## config.mk

```make
export PLATFORM = sky130hd
export DESIGN_NAME = pink_noise_filter_bank_unit_flat
export DESIGN_NICKNAME = d
export VERILOG_FILES = /design/src/hw/rtl/pnfb_pkg.sv /design/src/hw/rtl/pnfb_if.sv /design/src/hw/rtl/pnfb_mult.sv /design/src/hw/rtl/pnfb_ctrl.sv /design/src/hw/rtl/pink_noise_filter_bank_unit.sv /design/src/flat_wrapper.sv
export SDC_FILE = /design/constraint.sdc
export NUM_CORES = 2
export LEC_CHECK = 0
export BUFFER_PORTS_ARGS = -buffer_cell sky130_fd_sc_hd__buf_2
export CELL_PAD_IN_SITES_DETAIL_PLACEMENT = 1
export CELL_PAD_IN_SITES_GLOBAL_PLACEMENT = 1
export CORE_MARGIN = 8
export CORE_UTILIZATION = 50
export CTS_CLUSTER_SIZE = 40
export DETAILED_ROUTE_END_ITERATION = 12
export PLACE_DENSITY_LB_ADDON = 0.1
export RECOVER_POWER = 50
export SETUP_SLACK_MARGIN = 0.02
export SYNTH_ARGS = -nofsm -noshare
export SYNTH_HDL_FRONTEND = slang
export SYNTH_SLANG_ARGS = --single-unit
```

## constraint.sdc

```tcl
create_clock -name clk -period 22.3 [get_ports clk]
set_input_delay 6.69 -clock clk [delete_from_list [all_inputs] [get_ports clk]]
set_output_delay 6.69 -clock clk [all_outputs]
set_load 0.1 [all_outputs]
```

## src/hw/rtl/pnfb_pkg.sv

```systemverilog
// Shared types, coefficient tables and constants of the pink noise filter bank.
package pnfb_pkg;

  localparam int MAX_STAGES  = 6;
  localparam int STAGE_IDX_W = 3;
  localparam int CFG_W       = 3;
  localparam int WHITE_W     = 16;
  localparam int OUT_W       = 24;
  localparam int COEF_W      = 18;
  localparam int ACC_W       = 28;
  localparam int TOTAL_W     = 31;
  localparam int MUL_A_W     = 32;
  localparam int MUL_B_W     = COEF_W;
  localparam int PROD_W      = MUL_A_W + MUL_B_W;
  localparam int WIDE_W      = PROD_W + 1;
  localparam int ACC_SHIFT   = 17;
  localparam int OUT_SHIFT   = 21;
  localparam int SCALE_ALIGN = 4;

  typedef logic signed [COEF_W-1:0] coef_t;

  // Retention and input scale of each stage, signed Q0.17.
  localparam coef_t RETENTION_Q17 [MAX_STAGES] = '{
    18'sd130923, 18'sd130196, 18'sd127009, 18'sd113574, 18'sd72090, -18'sd99824
  };
  localparam coef_t SCALE_Q17 [MAX_STAGES] = '{
    18'sd7277, 18'sd9840, 18'sd20166, 18'sd40696, 18'sd69855, -18'sd2215
  };
  // Output gain 0.25/sqrt(n) for n active stages, signed Q0.17.
  localparam coef_t OUT_MULT_Q17 [MAX_STAGES] = '{
    18'sd32768, 18'sd23170, 18'sd18919, 18'sd16384, 18'sd14654, 18'sd13377
  };

  localparam logic [CFG_W-1:0] STAGE_COUNT_RESET = CFG_W'(MAX_STAGES);

  localparam logic signed [WIDE_W-1:0] ACC_ROUND = WIDE_W'(1) <<< (ACC_SHIFT - 1);
  localparam logic signed [WIDE_W-1:0] OUT_ROUND = WIDE_W'(1) <<< (OUT_SHIFT - 1);

  localparam logic signed [ACC_W-1:0] ACC_MAX = {1'b0, {(ACC_W-1){1'b1}}};
  localparam logic signed [ACC_W-1:0] ACC_MIN = {1'b1, {(ACC_W-1){1'b0}}};
  localparam logic signed [OUT_W-1:0] OUT_MAX = {1'b0, {(OUT_W-1){1'b1}}};
  localparam logic signed [OUT_W-1:0] OUT_MIN = {1'b1, {(OUT_W-1){1'b0}}};

  typedef enum logic [2:0] {
    ST_IDLE,
    ST_SCALE,
    ST_RET,
    ST_LAST,
    ST_OMUL,
    ST_ROUND
  } state_t;

  typedef enum logic [1:0] {
    MSEL_SCALE,
    MSEL_RET,
    MSEL_OUT
  } mul_sel_t;

  typedef struct packed {
    logic                   mul_en;
    mul_sel_t               mul_sel;
    logic [STAGE_IDX_W-1:0] op_idx;
    logic                   sum_load;
    logic                   fin_en;
    logic [STAGE_IDX_W-1:0] fin_idx;
    logic                   total_clr;
    logic                   out_load;
  } ctrl_t;

endpackage

```

## src/hw/rtl/pnfb_if.sv

```systemverilog
// Stream interfaces for the white noise input and the pink noise output.
interface pnfb_white_if;
  logic                             valid;
  logic                             ready;
  logic [pnfb_pkg::WHITE_W-1:0]     white_sample;

  modport source (output valid, output white_sample, input ready);
  modport sink (input valid, input white_sample, output ready);
endinterface

interface pnfb_pink_if;
  logic                             valid;
  logic                             ready;
  logic signed [pnfb_pkg::OUT_W-1:0] pink_sample;

  modport source (output valid, output pink_sample, input ready);
  modport sink (input valid, input pink_sample, output ready);
endinterface

```

## src/hw/rtl/pnfb_mult.sv

```systemverilog
// Shared signed multiplier with a registered product.
module pnfb_mult (
  input  logic                                clk,
  input  logic                                en,
  input  logic signed [pnfb_pkg::MUL_A_W-1:0] a,
  input  logic signed [pnfb_pkg::MUL_B_W-1:0] b,
  output logic signed [pnfb_pkg::PROD_W-1:0]  prod
);
  import pnfb_pkg::*;

  always_ff @(posedge clk) begin
    if (en) begin
      prod <= PROD_W'(a) * PROD_W'(b);
    end
  end

endmodule

```

## src/hw/rtl/pnfb_ctrl.sv

```systemverilog
// Sequencer that steps the shared multiplier through the stages and the output gain.
module pnfb_ctrl (
  input  logic                             clk,
  input  logic                             rst,
  input  logic                             in_valid,
  input  logic                             out_free,
  input  logic [pnfb_pkg::STAGE_IDX_W-1:0] last_idx,
  output logic                             in_ready,
  output pnfb_pkg::ctrl_t                  ctl
);
  import pnfb_pkg::*;

  state_t                 state;
  state_t                 state_next;
  logic [STAGE_IDX_W-1:0] stage;
  logic [STAGE_IDX_W-1:0] stage_next;

  always_ff @(posedge clk) begin
    if (rst) begin
      state <= ST_IDLE;
      stage <= '0;
    end else begin
      state <= state_next;
      stage <= stage_next;
    end
  end

  always_comb begin
    state_next = state;
    stage_next = stage;
    unique case (state)
      ST_IDLE: begin
        if (in_valid) begin
          state_next = ST_SCALE;
          stage_next = '0;
        end
      end
      ST_SCALE: state_next = ST_RET;
      ST_RET: begin
        if (stage == last_idx) begin
          state_next = ST_LAST;
        end else begin
          state_next = ST_SCALE;
          stage_next = stage + STAGE_IDX_W'(1);
        end
      end
      ST_LAST:  state_next = ST_OMUL;
      ST_OMUL:  state_next = ST_ROUND;
      ST_ROUND: begin
        if (out_free) begin
          state_next = ST_IDLE;
        end
      end
      default:  state_next = ST_IDLE;
    endcase
  end

  always_comb begin
    ctl      = '0;
    ctl.mul_sel = MSEL_SCALE;
    in_ready = 1'b0;
    unique case (state)
      ST_IDLE: begin
        // No beat is taken while reset is held.
        in_ready      = !rst;
        ctl.total_clr = in_valid && !rst;
      end
      ST_SCALE: begin
        // The scale product of this stage overlaps the update of the previous one.
        ctl.mul_en  = 1'b1;
        ctl.mul_sel = MSEL_SCALE;
        ctl.op_idx  = stage;
        ctl.fin_en  = (stage != '0);
        ctl.fin_idx = stage - STAGE_IDX_W'(1);
      end
      ST_RET: begin
        ctl.mul_en   = 1'b1;
        ctl.mul_sel  = MSEL_RET;
        ctl.op_idx   = stage;
        ctl.sum_load = 1'b1;
      end
      ST_LAST: begin
        ctl.fin_en  = 1'b1;
        ctl.fin_idx = stage;
      end
      ST_OMUL: begin
        ctl.mul_en  = 1'b1;
        ctl.mul_sel = MSEL_OUT;
      end
      ST_ROUND: ctl.out_load = out_free;
      default: ctl = '0;
    endcase
  end

endmodule

```

## src/hw/rtl/pink_noise_filter_bank_unit.sv

```systemverilog
// Top level of the pink noise filter bank: configuration, accumulators and datapath.
//
// Usage: each beat on the white channel carries one unsigned Q0.16 white noise
// sample, and for each one exactly one signed Q7.16 pink sample leaves on the
// pink channel, in order. Both channels are valid/ready streams.
// The stage_count register (1..6, reset 6) is written through cfg_wr_en and
// cfg_wr_data; the user must write it only while the block is idle, which the
// block does not enforce itself. Values of 0 act as 1, and values above six or
// above NUM_FILTERS are limited. Changing it keeps the accumulators.
// One multiplier is shared by all the work: each active stage takes two
// multiplies (scale times white, then retention times accumulator), followed
// by one multiply for the output gain. A new white sample is accepted only
// when the block is idle, after the last one has gone through every stage
// and its result has been loaded into the output register.
// The result sits in an output register, so a new white sample is taken
// while a finished result still waits; if the receiver stalls, the block
// finishes the next sample and then holds it until the register frees.
// Synchronous reset clears the accumulators, empties the output register and
// sets stage_count to six.
module pink_noise_filter_bank_unit #(
  parameter int NUM_FILTERS = 6
) (
  input  logic                          clk,
  input  logic                          rst,
  input  logic                          cfg_wr_en,
  input  logic [pnfb_pkg::CFG_W-1:0]    cfg_wr_data,
  pnfb_white_if.sink                    white,
  pnfb_pink_if.source                   pink
);
  import pnfb_pkg::*;

  localparam int IDX_W = (NUM_FILTERS > 1) ? $clog2(NUM_FILTERS) : 1;
  localparam int SH_ACC_W = WIDE_W - ACC_SHIFT;
  localparam int SH_OUT_W = WIDE_W - OUT_SHIFT;

  logic [CFG_W-1:0]          stage_count;
  logic [STAGE_IDX_W-1:0]    active_n;
  logic [STAGE_IDX_W-1:0]    last_idx;
  logic [WHITE_W-1:0]        white_reg;
  logic signed [ACC_W-1:0]   acc [NUM_FILTERS];
  logic signed [TOTAL_W-1:0] total;
  logic signed [WIDE_W-1:0]  sum;
  logic signed [OUT_W-1:0]   pink_reg;
  logic                      out_valid;
  logic                      out_free;
  logic                      in_ready;
  ctrl_t                     ctl;

  logic signed [MUL_A_W-1:0]  mul_a;
  logic signed [MUL_B_W-1:0]  mul_b;
  logic signed [PROD_W-1:0]   prod;
  logic signed [WIDE_W-1:0]   upd_full;
  logic signed [SH_ACC_W-1:0] upd_shift;
  logic signed [ACC_W-1:0]    upd_sat;
  logic signed [WIDE_W-1:0]   out_full;
  logic signed [SH_OUT_W-1:0] out_shift;
  logic signed [OUT_W-1:0]    out_sat;

  // Configuration register.
  always_ff @(posedge clk) begin
    if (rst) begin
      stage_count <= STAGE_COUNT_RESET;
    end else if (cfg_wr_en) begin
      stage_count <= cfg_wr_data;
    end
  end

  // Active stage count: zero acts as one, then limit to six and to the bank size.
  always_comb begin
    priority if (stage_count == '0) begin
      active_n = STAGE_IDX_W'(1);
    end else if (stage_count > CFG_W'(MAX_STAGES)) begin
      active_n = STAGE_IDX_W'(MAX_STAGES);
    end else begin
      active_n = STAGE_IDX_W'(stage_count);
    end
    if (active_n > STAGE_IDX_W'(NUM_FILTERS)) begin
      active_n = STAGE_IDX_W'(NUM_FILTERS);
    end
    last_idx = active_n - STAGE_IDX_W'(1);
  end

  // The white sample is held for the whole stage sequence.
  always_ff @(posedge clk) begin
    if (white.valid && in_ready) begin
      white_reg <= white.white_sample;
    end
  end

  assign white.ready = in_ready;
  assign out_free    = !out_valid || pink.ready;

  pnfb_ctrl u_ctrl (
    .clk      (clk),
    .rst      (rst),
    .in_valid (white.valid),
    .out_free (out_free),
    .last_idx (last_idx),
    .in_ready (in_ready),
    .ctl      (ctl)
  );

  // Operand selection for the shared multiplier.
  always_comb begin
    unique case (ctl.mul_sel)
      MSEL_SCALE: begin
        mul_a = $signed({{(MUL_A_W-WHITE_W){1'b0}}, white_reg});
        mul_b = SCALE_Q17[ctl.op_idx];
      end
      MSEL_RET: begin
        mul_a = MUL_A_W'(acc[ctl.op_idx[IDX_W-1:0]]);
        mul_b = RETENTION_Q17[ctl.op_idx];
      end
      MSEL_OUT: begin
        mul_a = MUL_A_W'(total);
        mul_b = OUT_MULT_Q17[last_idx];
      end
      default: begin
        mul_a = '0;
        mul_b = '0;
      end
    endcase
  end

  pnfb_mult u_mult (
    .clk  (clk),
    .en   (ctl.mul_en),
    .a    (mul_a),
    .b    (mul_b),
    .prod (prod)
  );

  // The scale product is kept, aligned from Q.33 to Q.37, while the
  // retention product is formed.
  always_ff @(posedge clk) begin
    if (ctl.sum_load) begin
      sum <= WIDE_W'(prod) <<< SCALE_ALIGN;
    end
  end

  // Stage update: round half up, floor to Q7.20 and saturate.
  always_comb begin
    upd_full  = sum + WIDE_W'(prod) + ACC_ROUND;
    upd_shift = SH_ACC_W'(upd_full >>> ACC_SHIFT);
    if (upd_shift > SH_ACC_W'(ACC_MAX)) begin
      upd_sat = ACC_MAX;
    end else if (upd_shift < SH_ACC_W'(ACC_MIN)) begin
      upd_sat = ACC_MIN;
    end else begin
      upd_sat = ACC_W'(upd_shift);
    end
  end

  // Output: round half up, floor to Q7.16 and saturate.
  always_comb begin
    out_full  = WIDE_W'(prod) + OUT_ROUND;
    out_shift = SH_OUT_W'(out_full >>> OUT_SHIFT);
    if (out_shift > SH_OUT_W'(OUT_MAX)) begin
      out_sat = OUT_MAX;
    end else if (out_shift < SH_OUT_W'(OUT_MIN)) begin
      out_sat = OUT_MIN;
    end else begin
      out_sat = OUT_W'(out_shift);
    end
  end

  // Accumulator bank; inactive stages keep their values.
  always_ff @(posedge clk) begin
    if (rst) begin
      for (int i = 0; i < NUM_FILTERS; i++) begin
        acc[i] <= '0;
      end
    end else if (ctl.fin_en) begin
      acc[ctl.fin_idx[IDX_W-1:0]] <= upd_sat;
    end
  end

  // Running sum of the updated accumulators.
  always_ff @(posedge clk) begin
    if (ctl.total_clr) begin
      total <= '0;
    end else if (ctl.fin_en) begin
      total <= total + TOTAL_W'(upd_sat);
    end
  end

  // Output register.
  always_ff @(posedge clk) begin
    if (rst) begin
      out_valid <= 1'b0;
    end else if (ctl.out_load) begin
      out_valid <= 1'b1;
    end else if (pink.ready) begin
      out_valid <= 1'b0;
    end
  end

  always_ff @(posedge clk) begin
    if (ctl.out_load) begin
      pink_reg <= out_sat;
    end
  end

  assign pink.valid       = out_valid;
  assign pink.pink_sample = pink_reg;

endmodule
```

## src/flat_wrapper.sv

```systemverilog
// flat-port wrapper written by rule: the top's interface ports become plain ports
module pink_noise_filter_bank_unit_flat import pnfb_pkg::*;
#(
  parameter int NUM_FILTERS = 6
)
  (clk, rst, cfg_wr_en, cfg_wr_data, white_valid, white_white_sample, white_ready, pink_valid, pink_pink_sample, pink_ready);
  pnfb_white_if white_i ();
  pnfb_pink_if pink_i ();
  input  logic clk;
  input  logic rst;
  input  logic cfg_wr_en;
  input  logic [pnfb_pkg::CFG_W-1:0] cfg_wr_data;
  input wire logic [$bits(white_i.valid)-1:0] white_valid;
  input wire logic [$bits(white_i.white_sample)-1:0] white_white_sample;
  output wire logic [$bits(white_i.ready)-1:0] white_ready;
  output wire logic [$bits(pink_i.valid)-1:0] pink_valid;
  output wire logic [$bits(pink_i.pink_sample)-1:0] pink_pink_sample;
  input wire logic [$bits(pink_i.ready)-1:0] pink_ready;
  assign white_i.valid = white_valid;
  assign white_i.white_sample = white_white_sample;
  assign white_ready = white_i.ready;
  assign pink_valid = pink_i.valid;
  assign pink_pink_sample = pink_i.pink_sample;
  assign pink_i.ready = pink_ready;
  pink_noise_filter_bank_unit #(.NUM_FILTERS(NUM_FILTERS)) u_core (.clk(clk), .rst(rst), .cfg_wr_en(cfg_wr_en), .cfg_wr_data(cfg_wr_data), .white(white_i), .pink(pink_i));
endmodule
```

==> results.md <==
| Group | Item | This run |
|:---|:---|:---|
| clocking | Worst-path clk slew | 0.06 ns |
| power | Max VDD drop | 0.274 mV |
| place | Dpl cells | 5265 |
| place | Last weighted congestion value of the routability-driven placer | 0.900 |
| synthesis | Post-synthesis mux area share | 0.00927 |
| critical path | Critical Path AT | 9.86 ns |
| place | HPWL after detailed placement | 112 mm |
| synthesis | Synthesized cell area | 0.0416 sq mm |
| critical path | Kind of critical path | input port to output port |
| synthesis | Synth Net Count | 5106 |
| floorplan | Y dimension of the die | 304 microns |
| synthesis | Primary FF master, synth | sky130_fd_sc_hd__edfxtp_1 |
| synthesis | Async set or reset register ratio after synthesis | 0 |
| final layout | Layout Nets | 5070 |
| global routing | Vias in the first global route | 35.6k |
| critical path | Crit-path max FO | 39 |
| sta | Post-Route Skew | 0.0201 ns |
| final layout | Regs by FF count | u_core.acc (224), u_core.u_mult.prod (50), u_core.sum (47) |
| synthesis | Synthesized area divided by synthesized cell count | 9.72 sq um |
| final layout | Syn-to-layout area delta | 6.78% |
| critical path | Type of element capturing the critical path | output port |
| job | Maxcap violations | 12 |
| clocking | CTS tree | done |
| place | Post-placement setup slack | 7.32 ns |
| synthesis | Post-Synth Simple-Gate Area | 0.124 |
| status | Failing checks | capacitance limit, slew limit |
| sta | Clock period minus final worst setup slack | 16.55 ns |
| clocking | Number of setup buffers added after CTS | 0 |
| synthesis | Cell type contributing the most total cell area after synthesis | sky130_fd_sc_hd__fa_1 |
| synthesis | Synth area leaders | sky130_fd_sc_hd__fa_1 26%, sky130_fd_sc_hd__edfxtp_1 26%, sky130_fd_sc_hd__ha_1 7.8%, sky130_fd_sc_hd__inv_1 6.2%, sky130_fd_sc_hd__nand2_1 5.4% |
| synthesis | Sequential cell area fraction in the yosys report | 0.280 |
| route | Via/cell ratio | 6.14 |
| sta | Total count of hold-check failures in the final report | 0 |
| global routing | Antenna violations before repair | 9 |
| global routing | Overall fraction of global-route tracks in use | 0.313 |
| sta | Count of pins over their slew limit | 426 |
| synthesis | Warnings from Yosys | 0 |
| route | Final routed DRC violation total | 0 |
| sta | RSZ-0062 raised after global routing | false |
| sta | Worst rel slew slack | -1.27 |
| synthesis | Fraction of post-synthesis cell area in the top cell type by area | 0.261 |
| clocking | Number of buffers added by the clock tree synthesis step | 47 |
| synthesis | Synthesis-stage register bit count | 402 |
| final layout | Util after Layout | 0.540 |
| global routing | Largest net degree at the start of global routing | 63 |
| final layout | Filler Cells Inserted | 9192 |
| route | Detailed-route wire length | 146 mm |
| synthesis | Synth Area in XOR/XNOR | 0.0274 |
| floorplan | Total Die Area | 0.0927 sq mm |
| floorplan | I/O pin cnt | 50 |
| clocking | Sinks on Clock Net | 402 |
| sta | Post-route setup TNS | 0 ns |
| floorplan | Horizontal die dimension | 304 microns |
| critical path | Most repeated library cell on the critical path | sky130_fd_sc_hd__clkbuf_1 |
| synthesis | Area fraction in compound gates after synthesis | 0.134 |
| sta | Final-report setup violation count | 0 |
| final layout | Fraction of final layout cells sized beyond drive strength 1 | 0.0574 |
| floorplan | Starting density of the core | 0.506 |
| clocking | Number of levels in the clock H-tree | 2 |
| route | Drt first pass iters | 5 |
| synthesis | Combinational family with the most area after synthesis | adder cells |
| global routing | First-pass GRT wire length | 221 mm |
| sta | Post-route worst setup slack | 5.75 ns |
| clocking | Total of hold buffers inserted after clock tree synthesis | 0 |
| sta | Pin slew with the least headroom to its limit | 3.41 ns |
| route | Vias after detailed routing | 32.9k |
| synthesis | Number of enable flip-flop cells after synthesis | 361 |
| clocking | CTS resizes | 0 |
| critical path | Crit path cell chain | clkbuf_1, clkbuf_1, nor4_1, buf_2 |
| power | Cell leakage power | 0.0197 uW |
| synthesis | Netlist cell types | 87 |
| final layout | Count of non-filler cells in the finished layout | 5354 |
| floorplan | Core footprint | 0.0822 sq mm |
| sta | Worst hold slack across all endpoints | 0.416 ns |
| synthesis | Synth Area in Adders | 0.340 |
| route | Antenna-violating nets left | 0 |
| route | Violation count after the first detailed-routing iteration | 2439 |
| sta | Max Clk Rate | 60.4 MHz |
| critical path | Crit-path slowest cell | sky130_fd_sc_hd__clkbuf_1 |
| clocking | Root Buffer | sky130_fd_sc_hd__clkbuf_16 |
| place | Number of port buffers | 49 |
| critical path | Element type at the critical path start | input port |
| clocking | Clock network latency to the later pin of the worst-skew pair | 0.60 ns |
| critical path | Data required time at the worst endpoint | 15.61 ns |
| power | Power density cells | 138 mW/mm^2 |
| synthesis | Gate count after technology mapping | 4280 |
| status | Outcome | finished with violations |
| clocking | Buffer levels on the longest clock path | 3 |
| global routing | Global route total overflow | 0 |
| route | Routed len/inst | 27.3 microns |
| critical path | Slowest Stage Delay on Critical Path | 2.17 ns |
| final layout | Max FFs per register | 224 |
| worst hold path | Hold WC Path Type | flop to flop |
| floorplan | Num rows | 105 |
| final layout | Top register by number of flip-flops | u_core.acc |
| sta | Final clock period utilization by the worst path | 0.742 |
[cell usage in the layout, fill, tap and decap left out, types with 114 or more instances in the layout]
| cell type | count |
|---|---|
| sky130_fd_sc_hd__edfxtp_1 | 361 |
| sky130_fd_sc_hd__o31ai_1 | 114 |
| sky130_fd_sc_hd__ha_1 | 259 |
| sky130_fd_sc_hd__inv_1 | 688 |
| sky130_fd_sc_hd__nor2_1 | 299 |
| sky130_fd_sc_hd__o21ai_0 | 134 |
| sky130_fd_sc_hd__fa_1 | 543 |
| sky130_fd_sc_hd__nand2_1 | 594 |
| sky130_fd_sc_hd__a21oi_1 | 206 |
[cell families (layout without fill, tap and decap cells)]
logic type                 count (synthesis)  after routing
xor gates and xnor gates                 130            130
adders and majority gates                803            803
and+or+nand+nor                         1194           1194
buffers and inverters                    914            916
muxes                                     32             32
other                                      0              2
DFF                                      402            402
AOI/OAI and AO/OA                        805            805
[stage by stage]
step,area [sq um],total power (uW)
2_1_floorplan,41600,3820
3_3_place_gp,43000,5260
3_5_place_dp,43000,5360
4_1_cts,44500,6120
5_1_grt,44400,6580
6_report,44400,6150
[path summary, 6_finish.rpt]
kind                                            start                                to  slack [ns]  depth (start not counted)
setup / recovery                                  rst                       white_ready        5.75                          4
hold / removal        u_core.u_mult.prod[3]$_DFFE_PP_           u_core.sum[7]$_DFFE_PP_        0.42                          0
setup reg to reg  u_core.u_ctrl.state[0]$_SDFFE_PP0P_  u_core.u_mult.prod[44]$_DFFE_PP_        8.71                         32
hold reg to reg       u_core.u_mult.prod[3]$_DFFE_PP_           u_core.sum[7]$_DFFE_PP_        0.42                          0
[worst max-delay path: cells and delay by family]
family                 cells  cell delay, ns
and+or+nand+nor            1            0.41
buffers and inverters      3            2.76
[cell type report]
| class | instances | area (sq um) | area share |
|---|---|---|---|
| timing repair buffer | 138 | 823 | 0.0185 |
| clock buffer | 59 | 1240 | 0.0280 |
| antenna | 2 | 5.00 | 0.000113 |
| multi-input combinational | 2964 | 26500 | 0.597 |
| inverter | 691 | 2590 | 0.0584 |
| clock inverter | 28 | 223 | 0.00502 |
| sequential | 402 | 11700 | 0.263 |
| tap | 1070 | 1340 | 0.0302 |
[routing by layer]
metal | wire length, microns | track usage | vias up | part of all wire
li1 | - | - | 14200 | -
met1 | 57900 | 0.394 | 17000 | 0.40
met2 | 69000 | 0.520 | 1276 | 0.47
met3 | 11100 | 0.0563 | 391 | 0.076
met4 | 8300 | 0.151 | 6 | 0.057
met5 | 41 | 0 | - | 0.00028
[power breakdown]
group,switching (uW),total [uW],internal (uW)
clock,337,748,411
combinational,2830,4290,1460
sequential,85.7,1120,1030
total,3250,6150,2900
[Yosys cell counts (23+ instances only)]
| cell type | n |
|---|---|
| sky130_fd_sc_hd__nor2b_1 | 29 |
| sky130_fd_sc_hd__mux2i_1 | 25 |
| sky130_fd_sc_hd__o21a_1 | 26 |
| sky130_fd_sc_hd__ha_1 | 259 |
| sky130_fd_sc_hd__dfxtp_1 | 41 |
| sky130_fd_sc_hd__nand3_1 | 76 |
| sky130_fd_sc_hd__nand2b_1 | 31 |
| sky130_fd_sc_hd__o31ai_1 | 114 |
| sky130_fd_sc_hd__fa_1 | 543 |
| sky130_fd_sc_hd__edfxtp_1 | 361 |
| sky130_fd_sc_hd__o21ai_0 | 139 |
| sky130_fd_sc_hd__nor3_1 | 33 |
| sky130_fd_sc_hd__buf_2 | 37 |
| sky130_fd_sc_hd__inv_1 | 689 |
| sky130_fd_sc_hd__xnor2_1 | 76 |
| sky130_fd_sc_hd__and2_1 | 24 |
| sky130_fd_sc_hd__clkbuf_1 | 170 |
| sky130_fd_sc_hd__o41ai_2 | 26 |
| sky130_fd_sc_hd__a221oi_1 | 34 |
| sky130_fd_sc_hd__nand4_1 | 29 |
| sky130_fd_sc_hd__and3_1 | 23 |
| sky130_fd_sc_hd__a21o_1 | 68 |
| sky130_fd_sc_hd__a21oi_1 | 207 |
| sky130_fd_sc_hd__a31oi_1 | 36 |
| sky130_fd_sc_hd__a211oi_1 | 24 |
| sky130_fd_sc_hd__xor2_1 | 54 |
| sky130_fd_sc_hd__nand2_1 | 595 |
| sky130_fd_sc_hd__nor2_1 | 302 |
No activity file was read; power rests on OpenSTA's default activity.
